File: src/design/oal_pkg.sv
// Shared types and constants for the ordered array list.
// No dependencies; imported by oal_ctrl, oal_dp and the top level.
package oal_pkg;

  // Default list capacity
  localparam int CAPACITY_DEF = 128;

  // Fixed field widths
  localparam int REQ_W = 3;
  localparam int POS_W = 8;
  localparam int VAL_W = 32;
  localparam int ST_W  = 2;

  typedef enum logic [REQ_W-1:0] {
    REQ_INSERT = 3'd0,
    REQ_DELETE = 3'd1,
    REQ_GET    = 3'd2,
    REQ_MODIFY = 3'd3,
    REQ_LOCATE = 3'd4,
    REQ_CLEAR  = 3'd5
  } req_t;

  typedef enum logic [ST_W-1:0] {
    ST_OK    = 2'd0,
    ST_RANGE = 2'd1,
    ST_FULL  = 2'd2
  } status_t;

  typedef enum logic [3:0] {
    S_IDLE,
    S_DECODE,
    S_UP_RD,
    S_UP_WR,
    S_INS_WR,
    S_RD_POS,
    S_DN_RD,
    S_DN_WR,
    S_LOC_RD,
    S_LOC_CMP,
    S_FINISH
  } state_t;

  // Read address source
  typedef enum logic [1:0] {
    RD_IDX,
    RD_IDX_M1,
    RD_POS_M1
  } rd_sel_t;

  // Write address and data source
  typedef enum logic [1:0] {
    WR_IDX_RDATA,
    WR_IDXM1_RDATA,
    WR_POS_VAL,
    WR_POSM1_VAL
  } wr_sel_t;

  typedef enum logic [2:0] {
    IDX_HOLD,
    IDX_FILL,
    IDX_POS,
    IDX_ZERO,
    IDX_INC,
    IDX_DEC
  } idx_op_t;

  typedef enum logic [1:0] {
    FILL_HOLD,
    FILL_INC,
    FILL_DEC,
    FILL_CLEAR
  } fill_op_t;

  // Controller to datapath
  typedef struct packed {
    logic     load_req;
    logic     set_stat;
    status_t  stat;
    fill_op_t fill_op;
    idx_op_t  idx_op;
    rd_sel_t  rd_sel;
    wr_sel_t  wr_sel;
    logic     we;
    logic     cap_old;
    logic     cap_found;
    logic     load_out;
  } cmd_t;

  // Datapath to controller
  typedef struct packed {
    req_t kind;
    logic pos_above_fill;
    logic pos_bad;
    logic full;
    logic empty;
    logic up_done;
    logic dn_done;
    logic scan_end;
    logic match;
  } dp_stat_t;

endpackage

File: src/design/oal_ctrl.sv
// Controller state machine for the ordered array list.
// Depends on oal_pkg; drives oal_dp through cmd_t and reads dp_stat_t.
module oal_ctrl (
  input  logic              clk,
  input  logic              rst,
  input  logic              in_valid,
  output logic              in_ready,
  output logic              out_valid,
  input  logic              out_ready,
  input  oal_pkg::dp_stat_t st,
  output oal_pkg::cmd_t     cmd
);
  import oal_pkg::*;

  state_t state, state_next;
  logic   out_free;

  assign out_free = !out_valid || out_ready;
  assign in_ready = (state == S_IDLE);

  // State register and output beat flag
  always_ff @(posedge clk) begin
    if (rst) begin
      state     <= S_IDLE;
      out_valid <= 1'b0;
    end else begin
      state <= state_next;
      if (cmd.load_out) begin
        out_valid <= 1'b1;
      end else if (out_ready) begin
        out_valid <= 1'b0;
      end
    end
  end

  // Next state
  always_comb begin
    state_next = state;
    unique case (state)
      S_IDLE: begin
        if (in_valid) state_next = S_DECODE;
      end
      S_DECODE: begin
        case (st.kind)
          REQ_INSERT: begin
            if (st.pos_above_fill || st.full) state_next = S_FINISH;
            else state_next = S_UP_RD;
          end
          REQ_DELETE, REQ_GET, REQ_MODIFY: begin
            if (st.pos_bad) state_next = S_FINISH;
            else state_next = S_RD_POS;
          end
          REQ_LOCATE: begin
            if (st.empty) state_next = S_FINISH;
            else state_next = S_LOC_RD;
          end
          default: state_next = S_FINISH;
        endcase
      end
      S_UP_RD: begin
        if (st.up_done) state_next = S_INS_WR;
        else state_next = S_UP_WR;
      end
      S_UP_WR:  state_next = S_UP_RD;
      S_INS_WR: state_next = S_FINISH;
      S_RD_POS: begin
        if (st.kind == REQ_DELETE) state_next = S_DN_RD;
        else state_next = S_FINISH;
      end
      S_DN_RD: begin
        if (st.dn_done) state_next = S_FINISH;
        else state_next = S_DN_WR;
      end
      S_DN_WR:  state_next = S_DN_RD;
      S_LOC_RD: state_next = S_LOC_CMP;
      S_LOC_CMP: begin
        if (st.match || st.scan_end) state_next = S_FINISH;
        else state_next = S_LOC_RD;
      end
      S_FINISH: begin
        if (out_free) state_next = S_IDLE;
      end
      default: state_next = S_IDLE;
    endcase
  end

  // Datapath commands
  always_comb begin
    cmd = '0;
    unique case (state)
      S_IDLE: begin
        cmd.load_req = in_valid;
      end
      S_DECODE: begin
        case (st.kind)
          REQ_INSERT: begin
            if (st.pos_above_fill) begin
              cmd.set_stat = 1'b1;
              cmd.stat     = ST_RANGE;
            end else if (st.full) begin
              cmd.set_stat = 1'b1;
              cmd.stat     = ST_FULL;
            end else begin
              cmd.idx_op = IDX_FILL;
            end
          end
          REQ_DELETE, REQ_GET, REQ_MODIFY: begin
            if (st.pos_bad) begin
              cmd.set_stat = 1'b1;
              cmd.stat     = ST_RANGE;
            end else begin
              cmd.rd_sel = RD_POS_M1;
              cmd.idx_op = IDX_POS;
            end
          end
          REQ_LOCATE: begin
            cmd.idx_op = IDX_ZERO;
          end
          REQ_CLEAR: begin
            cmd.fill_op = FILL_CLEAR;
          end
          default: ;
        endcase
      end
      S_UP_RD: begin
        cmd.rd_sel = RD_IDX_M1;
      end
      S_UP_WR: begin
        cmd.we     = 1'b1;
        cmd.wr_sel = WR_IDX_RDATA;
        cmd.idx_op = IDX_DEC;
      end
      S_INS_WR: begin
        cmd.we      = 1'b1;
        cmd.wr_sel  = WR_POS_VAL;
        cmd.fill_op = FILL_INC;
      end
      S_RD_POS: begin
        cmd.cap_old = 1'b1;
        if (st.kind == REQ_MODIFY) begin
          cmd.we     = 1'b1;
          cmd.wr_sel = WR_POSM1_VAL;
        end
      end
      S_DN_RD: begin
        cmd.rd_sel = RD_IDX;
        if (st.dn_done) cmd.fill_op = FILL_DEC;
      end
      S_DN_WR: begin
        cmd.we     = 1'b1;
        cmd.wr_sel = WR_IDXM1_RDATA;
        cmd.idx_op = IDX_INC;
      end
      S_LOC_RD: begin
        cmd.rd_sel = RD_IDX;
      end
      S_LOC_CMP: begin
        if (st.match) cmd.cap_found = 1'b1;
        else if (!st.scan_end) cmd.idx_op = IDX_INC;
      end
      S_FINISH: begin
        cmd.load_out = out_free;
      end
      default: ;
    endcase
  end

  // A waiting result is never overwritten
  a_no_overwrite: assert property (@(posedge clk) disable iff (rst)
    !(cmd.load_out && out_valid && !out_ready))
    else $error("result overwritten before its beat was taken");

  // A new result appears only out of the finish state
  a_out_from_finish: assert property (@(posedge clk) disable iff (rst)
    $rose(out_valid) |-> $past(state == S_FINISH))
    else $error("result raised outside finish state");

endmodule

File: config.mk
export PLATFORM = sky130hd
export DESIGN_NAME = oal_ctrl
export DESIGN_NICKNAME = d
export VERILOG_FILES = /design/src/design/oal_pkg.sv /design/src/design/oal_ctrl.sv
export SDC_FILE = /design/constraint.sdc
export NUM_CORES = 1
export LEC_CHECK = 0
export ABC_AREA = 1
export BUFFER_PORTS_ARGS = -buffer_cell sky130_fd_sc_hd__buf_2
export CORE_AREA = 2 2 39 41
export CTS_CLUSTER_SIZE = 28
export DETAILED_ROUTE_END_ITERATION = 8
export DIE_AREA = 0 0 41 43
export PLACE_DENSITY = 0.79
export SYNTH_ARGS = -nofsm -noshare
export SYNTH_HDL_FRONTEND = slang
export SYNTH_SLANG_ARGS = --single-unit
export TNS_END_PERCENT = 1
File: constraint.sdc
create_clock -name clk -period 3.2 [get_ports clk]
set_input_delay 0.48 -clock clk [delete_from_list [all_inputs] [get_ports clk]]
set_output_delay 0.48 -clock clk [all_outputs]
set_load 0.005 [all_outputs]
==> summary.log, run 1 <==
qor: sta.final-max-slew-violation-count 0
qor: clock_tree.cts_setup_buffers 0
qor: clock_tree.clkSinkCount 5
qor: critical_path.cpMaxStageDelayCell sky130_fd_sc_hd__dfxtp_1
qor: critical_path.cp_max_fo 6
qor: placement.placedInstanceArea 749.5 sq um
qor: grt.grt_overflow_total 0
qor: clock_tree.cts-resized-gates 0
qor: finish.final_nets 162
qor: synth.netlist-cell-type-count 17
qor: grt.number_of_global_route_vias_before_repair 661
qor: sta.relSlewSlack 84.44%
qor: min_path.worst_min_delay_path_class in2reg
qor: synth.synth_cells 109
qor: critical_path.path_common_cell sky130_fd_sc_hd__o21ai_0
qor: critical_path.crit_path_max_incr_delay 340 ps
qor: clock_tree.htree_num_levels 1
qor: finish.antennaDiodeCount 0
qor: floorplanning.core_region_area 0.001384 sq mm
qor: run.drv.max_cap_violation_count 0
qor: synth.synthAdderAreaFrac 0%
qor: synth.synth_xor_area_share 0%
qor: synth.synth_simple_gate_area_share 58.09%
qor: clock_tree.clk_root_buffer_cell sky130_fd_sc_hd__clkbuf_4
qor: grt.global_route_wire_length_before_repair 2263 um
qor: detailed_routing.final_routed_wire_length_divided_by_cell_count 8.926 um
qor: sta.final.setup_skew 0.2192 ps
qor: sta.final_hold_viol_count 0
qor: critical_path.worst_setup_path_startpoint state[1]$_SDFFE_PP0P_
qor: sta.final.hold.worst_slack 451.5 ps
qor: clock_tree.path_clk_slew 40 ps
qor: placement.quantity_of_i_o_buffers_inserted_on_ports 33
qor: finish.register_area 100.1 sq um
qor: synth.syn_nets 124
qor: synth.synth_area_in_compound_gates 10.20%
qor: synth.synthMuxAreaShare 0%
qor: finish.area.growth.synth_to_final 37.47%
qor: power_and_ir_drop.ir_drop 0.3846 mV
qor: critical_path.worstSetupEndpointType primary output
qor: finish.filler_cell_count 144
qor: critical_path.critPathKind reg2out
qor: min_path.holdCritStartpoint rst
qor: clock_tree.cts_buf_count 3
qor: floorplanning.chipHeight 43 um
qor: critical_path.crit-reg2reg-launch state[3]$_SDFFE_PP0P_
qor: sta.finalSetupTns 0 ps
qor: placement.place.gp.congestion 0.8526
qor: detailed_routing.vias 778
qor: floorplanning.io_pins 34
qor: sta.final_period_minus_worst_setup_slack 1952 ps
qor: synth.yosys_register_bits 5
qor: detailed_routing.detail_route.iter0.violations 16
qor: power_and_ir_drop.power_density 646.0 mW/mm^2
qor: synth.syn_area_per_cell 5.177 sq um
qor: floorplanning.placementRows 14
qor: grt.grt_antenna_before_repair 0
qor: grt.met3_usage 2.618%
qor: floorplanning.initial_utilization 40.78%
qor: critical_path.worst_setup_path_start_kind register
qor: finish.cell_area_after_layout 775.7 sq um
qor: finish.multi_input_comb_area 385.4 sq um
qor: clock_tree.clk_path_buf_depth 2
qor: critical_path.crit_chain inv_1 -> nand2_2 -> nor2_4 -> inv_2 -> nor2_1 -> o21ai_0 -> o21ai_0 -> buf_2
qor: clock_tree.cts_hold_buf 0
qor: sta.worstMarginPinSlew 231.6 ps
qor: grt.globalRouteMet2Util 30.00%
qor: detailed_routing.dr_vias_cell 4.802
qor: detailed_routing.firstDrtPassIters 4
qor: clock_tree.clk-insertion-delay-late 240 ps
qor: detailed_routing.antenna_left 0
qor: critical_path.r2r_setup_slack 1970 ps
qor: detailed_routing.detail_route.drc_violations 0
qor: sta.timing.final.setup_violations 0
qor: sta.unrepaired_setup_endpoints_after_global_routing false
qor: critical_path.path_delay_family simple AND/OR/NAND/NOR gates
qor: outcome.outcome complete, no violations
qor: power_and_ir_drop.total_leakage_power 0.4766 nW
qor: floorplanning.dieWidth 41 um
qor: finish.proportion_of_layout_cells_with_a_drive_suffix_above_1 31.51%
qor: grt.gr-usage-all-layers 18.15%
qor: grt.globalRoute.busiestLayer met2
qor: sta.fmax 512.3 MHz
qor: synth.synthesis.area 564.3 sq um
qor: critical_path.critical_path_buf_inv_count 3
qor: grt.grt_start_max_net_pins 7
qor: synth.ys_seq_area_share 17.74%
qor: critical_path.crit_required 2720 ps
qor: detailed_routing.detail_route.wirelength 1446 um
qor: critical_path.arrival 1470 ps
qor: floorplanning.design.die.area 0.001763 sq mm
qor: grt.grt_util_met1 19.87%
qor: placement.dp_hpwl 1235 um
qor: clock_tree.tritoncts done
qor: synth.synth_top_family_by_area simple AND/OR/NAND/NOR gates
qor: synth.synth-warning-count 0
qor: sta.finalCritPeriodShare 61.00%
## cell usage after synthesis
cell	n	area share [%]
sky130_fd_sc_hd__nor3_2	1	1.8
sky130_fd_sc_hd__nor4_1	1	1.1
sky130_fd_sc_hd__o31ai_1	1	1.3
sky130_fd_sc_hd__nor2_1	24	16
sky130_fd_sc_hd__nand3_1	8	7.1
sky130_fd_sc_hd__nor2_4	2	4.0
sky130_fd_sc_hd__dfxtp_1	5	18
sky130_fd_sc_hd__inv_1	18	12
sky130_fd_sc_hd__o21ai_0	8	7.1
sky130_fd_sc_hd__nand3b_1	1	1.3
sky130_fd_sc_hd__nand4_1	3	3.3
sky130_fd_sc_hd__nand2_1	26	17
sky130_fd_sc_hd__inv_2	3	2.0
sky130_fd_sc_hd__nor2_2	2	2.2
sky130_fd_sc_hd__nor3_1	2	1.8
sky130_fd_sc_hd__nand2_2	2	2.2
sky130_fd_sc_hd__a21oi_1	2	1.8
## cell usage in the layout (no fill, tap or decap), drive strengths merged
master   n
buf     33
nand2   28
nor2    28
inv     21
o21ai    8
nand3    8
dfxtp    5
clkbuf   4
nand4    3
nor3     3
a21oi    2
o31ai    1
nor4     1
nand3b   1
## power by group
part	switching [mW]	internal, mW	total (mW)
combinational	0.189	0.123	0.312
clock	0.0262	0.0472	0.0734
sequential	0.0312	0.0845	0.116
total	0.247	0.254	0.501
## worst register-to-register path, delay by kind of cell (launching register included)
family	cells	cell delay [ps]
buffers and inverters	2	180
DFF	1	440
and+or+nand+nor	5	500
## routing by layer
layer | share of wire (%) | routed length (um) | vias to the layer above
met1 | 43 | 623 | 327
met3 | 8.6 | 124 | 5
li1 | - | - | 413
met4 | 2.4 | 34 | 0
met5 | 0 | 0 | -
met2 | 46 | 663 | 33
## per-stage QoR
step	util [%]	instances	setup WS (ps)	power, mW
floorplan	-	109	1603	0.3300
global placement	54.16	158	1349	0.4245
detailed placement	54.16	158	1290	0.4291
CTS	56.06	162	1251	0.5060
global route	56.06	162	1124	0.5582
finish	56.06	162	1248	0.5011
## layout make-up
type | count | share of cell area [%]
clock buffers | 4 | 3.387
multi-input cells | 83 | 49.68
well taps | 16 | 2.581
inverters | 21 | 10.16
flip-flops and latches | 5 | 12.90
repair buffers | 33 | 21.29
## worst paths after layout
path | endpoint | cells past startpoint
setup / recovery | cmd[8] | 8
hold / removal | state[0]$_SDFFE_PP0P_ | 2
setup reg to reg | state[2]$_SDFFE_PP0P_ | 7
hold reg to reg | out_valid$_SDFFE_PP0P_ | 4
## cell families (layout without fill, tap and decap cells)
| family | after synthesis | count (layout) |
|---|---|---|
| AND/OR/NAND/NOR | 72 | 72 |
| AO/OA/AOI/OAI | 11 | 11 |
| flip-flops | 5 | 5 |
| buffers and inverters | 21 | 58 |
## sequential cells by signal, indices dropped and copies added (netlist names)
| register | cells |
|---|---|
| out_valid | 1 |
| state | 4 |
Note: power is estimated with default switching activity, not from simulation.
==> run 2, diff against run 1 <==
CORE_AREA = default   (was 2 2 39 41)
CORE_MARGIN = 1   (was default)
CORE_UTILIZATION = 41   (was default)
DIE_AREA = default   (was 0 0 41 43)
PLACE_DENSITY = 0.77   (was 0.79)
clock period = 1.8 ns   (was 3.2 ns; I/O delays follow)
==> summary.log, run 2 (synthesis results as in run 1) <==
qor: outcome.outcome complete, no violations
qor: floorplanning.placementRows 13 [-1]
qor: clock_tree.clkSinkCount 5 [unchanged]
qor: clock_tree.clk_path_buf_depth 2 [unchanged]
qor: sta.worstMarginPinSlew 253.6 ps [+22.00 ps]
qor: grt.global_route_wire_length_before_repair 2152 um [-4.9%]
qor: min_path.worst_min_delay_path_class in2reg
qor: placement.quantity_of_i_o_buffers_inserted_on_ports 33 [unchanged]
qor: grt.grt_antenna_before_repair 0 [unchanged]
qor: finish.filler_cell_count 149 [+3.5%]
qor: sta.relSlewSlack 82.97% [-1.5 points]
qor: sta.final_period_minus_worst_setup_slack 1656 ps
qor: detailed_routing.final_routed_wire_length_divided_by_cell_count 9.147 um [+2.5%]
qor: clock_tree.tritoncts done
qor: placement.placedInstanceArea 748.2 sq um [-0.17%]
qor: grt.gr-usage-all-layers 21.22% [+3.1 points]
qor: floorplanning.chipHeight 39.10 um [-9.1%]
qor: critical_path.worstSetupEndpointType primary output
qor: floorplanning.design.die.area 0.001529 sq mm [-13%]
qor: power_and_ir_drop.total_leakage_power 0.4868 nW [+2.1%]
qor: finish.multi_input_comb_area 387.9 sq um [+0.65%]
qor: grt.number_of_global_route_vias_before_repair 553 [-16%]
qor: run.drv.max_cap_violation_count 0 [unchanged]
qor: detailed_routing.detail_route.iter0.violations 18 [+2]
qor: detailed_routing.vias 764 [-1.8%]
qor: sta.final_hold_viol_count 0 [unchanged]
qor: floorplanning.io_pins 34 [unchanged]
qor: floorplanning.dieWidth 39.10 um [-4.6%]
qor: finish.largest_register_ff_count 4 [unchanged]
qor: finish.final_nets 164 [+1.2%]
qor: sta.finalCritPeriodShare 91.98%
qor: detailed_routing.firstDrtPassIters 4 [unchanged]
qor: detailed_routing.antenna_left 0 [unchanged]
qor: finish.antennaDiodeCount 0 [unchanged]
qor: critical_path.crit_required 1530 ps [-1190 ps]
qor: floorplanning.initial_utilization 43.91% [+3.1 points]
qor: critical_path.worst_setup_path_start_kind register
qor: finish.area.growth.synth_to_final 40.35%
qor: grt.grt_overflow_total 0 [unchanged]
qor: clock_tree.cts_buf_count 3 [unchanged]
qor: finish.cell_area_after_layout 792.0 sq um [+2.1%]
qor: clock_tree.clk-insertion-delay-late 240 ps [about the same]
qor: critical_path.critPathKind reg2out
qor: placement.dp_hpwl 1231 um [-0.28%]
qor: sta.final-max-slew-violation-count 0 [unchanged]
qor: sta.timing.final.setup_violations 0 [unchanged]
qor: sta.final.setup_skew 2.333 ps [+2.114 ps]
qor: critical_path.arrival 1390 ps [-80 ps]
qor: clock_tree.clk_root_buffer_cell sky130_fd_sc_hd__clkbuf_4
qor: sta.finalSetupTns 0 ps [unchanged]
qor: detailed_routing.dr_vias_cell 4.687 [-2.4%]
qor: sta.unrepaired_setup_endpoints_after_global_routing false
qor: finish.register_area 100.1 sq um [unchanged]
qor: finish.mostFrequentLayoutCells sky130_fd_sc_hd__buf_2, sky130_fd_sc_hd__nand2_1, sky130_fd_sc_hd__nor2_1
qor: finish.registers.top_by_ff_count state
qor: detailed_routing.detail_route.drc_violations 0 [unchanged]
qor: sta.fmax 604.0 MHz
qor: power_and_ir_drop.ir_drop 0.7631 mV [+98%]
qor: finish.top_regs state x4, out_valid x1
qor: detailed_routing.detail_route.wirelength 1491 um [+3.1%]
qor: floorplanning.core_region_area 0.001285 sq mm [-7.1%]
qor: power_and_ir_drop.power_density 1155 mW/mm^2 [+79%]
qor: grt.grt_start_max_net_pins 7 [unchanged]
qor: clock_tree.htree_num_levels 1 [unchanged]
qor: critical_path.cp_max_fo 6 [unchanged]
qor: finish.proportion_of_layout_cells_with_a_drive_suffix_above_1 33.11% [+1.6 points]
qor: placement.place.gp.congestion 0.9058 [+6.2%]
qor: clock_tree.path_clk_slew 40 ps [about the same]
qor: finish.final_common_cell sky130_fd_sc_hd__buf_2
==> run 2: cell types whose count changed in the layout (fill, tap and decap cells not counted), sizes merged <==
cell	before	now
buf	33	35
==> run 2: cell type report <==
cell class / count / area share, %
repair buffers: 35 / 22.75
multi-input cells: 83 / 48.97
clock buffers: 4 / 3.318
well taps: 15 / 2.370
flip-flops and latches: 5 / 12.64
inverters: 21 / 9.953
==> run 2: critical path, stage by stage (launching register included) <==
cell and delay (ps):
sky130_fd_sc_hd__dfxtp_1 330, sky130_fd_sc_hd__inv_2 110, sky130_fd_sc_hd__nand2_2 80, sky130_fd_sc_hd__nor2_4 130, sky130_fd_sc_hd__inv_2 80, sky130_fd_sc_hd__nor2_2 100
sky130_fd_sc_hd__o21ai_0 90, sky130_fd_sc_hd__o21ai_0 80, sky130_fd_sc_hd__buf_2 140
==> run 2: power by group <==
group	internal (mW)	switching, mW	total, mW
Sequential	0.150	0.0545	0.205
Clock	0.0835	0.0405	0.124
Combinational	0.235	0.350	0.585
==> run 2: what timing repair did <==
| action | 4_1_cts | 5_1_grt |
|---|---|---|
| resized for setup | 0 | 1 |
| hold buffers | 0 | 0 |
| endpoints found under the setup margin | 0 | 2 |
| setup buffers | 0 | 2 |
==> run 2: per-layer routing <==
metal	part of all wire, %	up-vias	global-route usage, %
li1	-	419	-
met1	49	320	27.24
met3	4.4	0	3.468
met5	0	-	0
met2	47	25	32.50
met4	0	0	12.93
==> run 2: final timing paths <==
kind                            endpoint  depth (start not counted)                   start  slack, ps
hold reg to reg   out_valid$_SDFFE_PP0P_                          4  out_valid$_SDFFE_PP0P_        580
setup reg to reg   state[2]$_SDFFE_PP0P_                          7   state[3]$_SDFFE_PP0P_        550
hold / removal     state[2]$_SDFFE_PP0P_                          2                     rst        250
setup / recovery                  cmd[8]                          8   state[2]$_SDFFE_PP0P_        140
==> run 2: metrics by stage <==
step	hold slack (ps)	std cells	utilization, %	power, mW	worst slack [ps]
final	248.1	163	61.64	0.9144	144.4
after global routing	252.0	163	61.64	1.018	18.21
after CTS	242.0	161	60.27	0.8985	90.49
after detailed placement	499.0	157	58.23	0.7677	351.0
after global placement	493.0	157	58.23	0.7557	339.1
after floorplan	339.7	109	-	0.5866	560.4
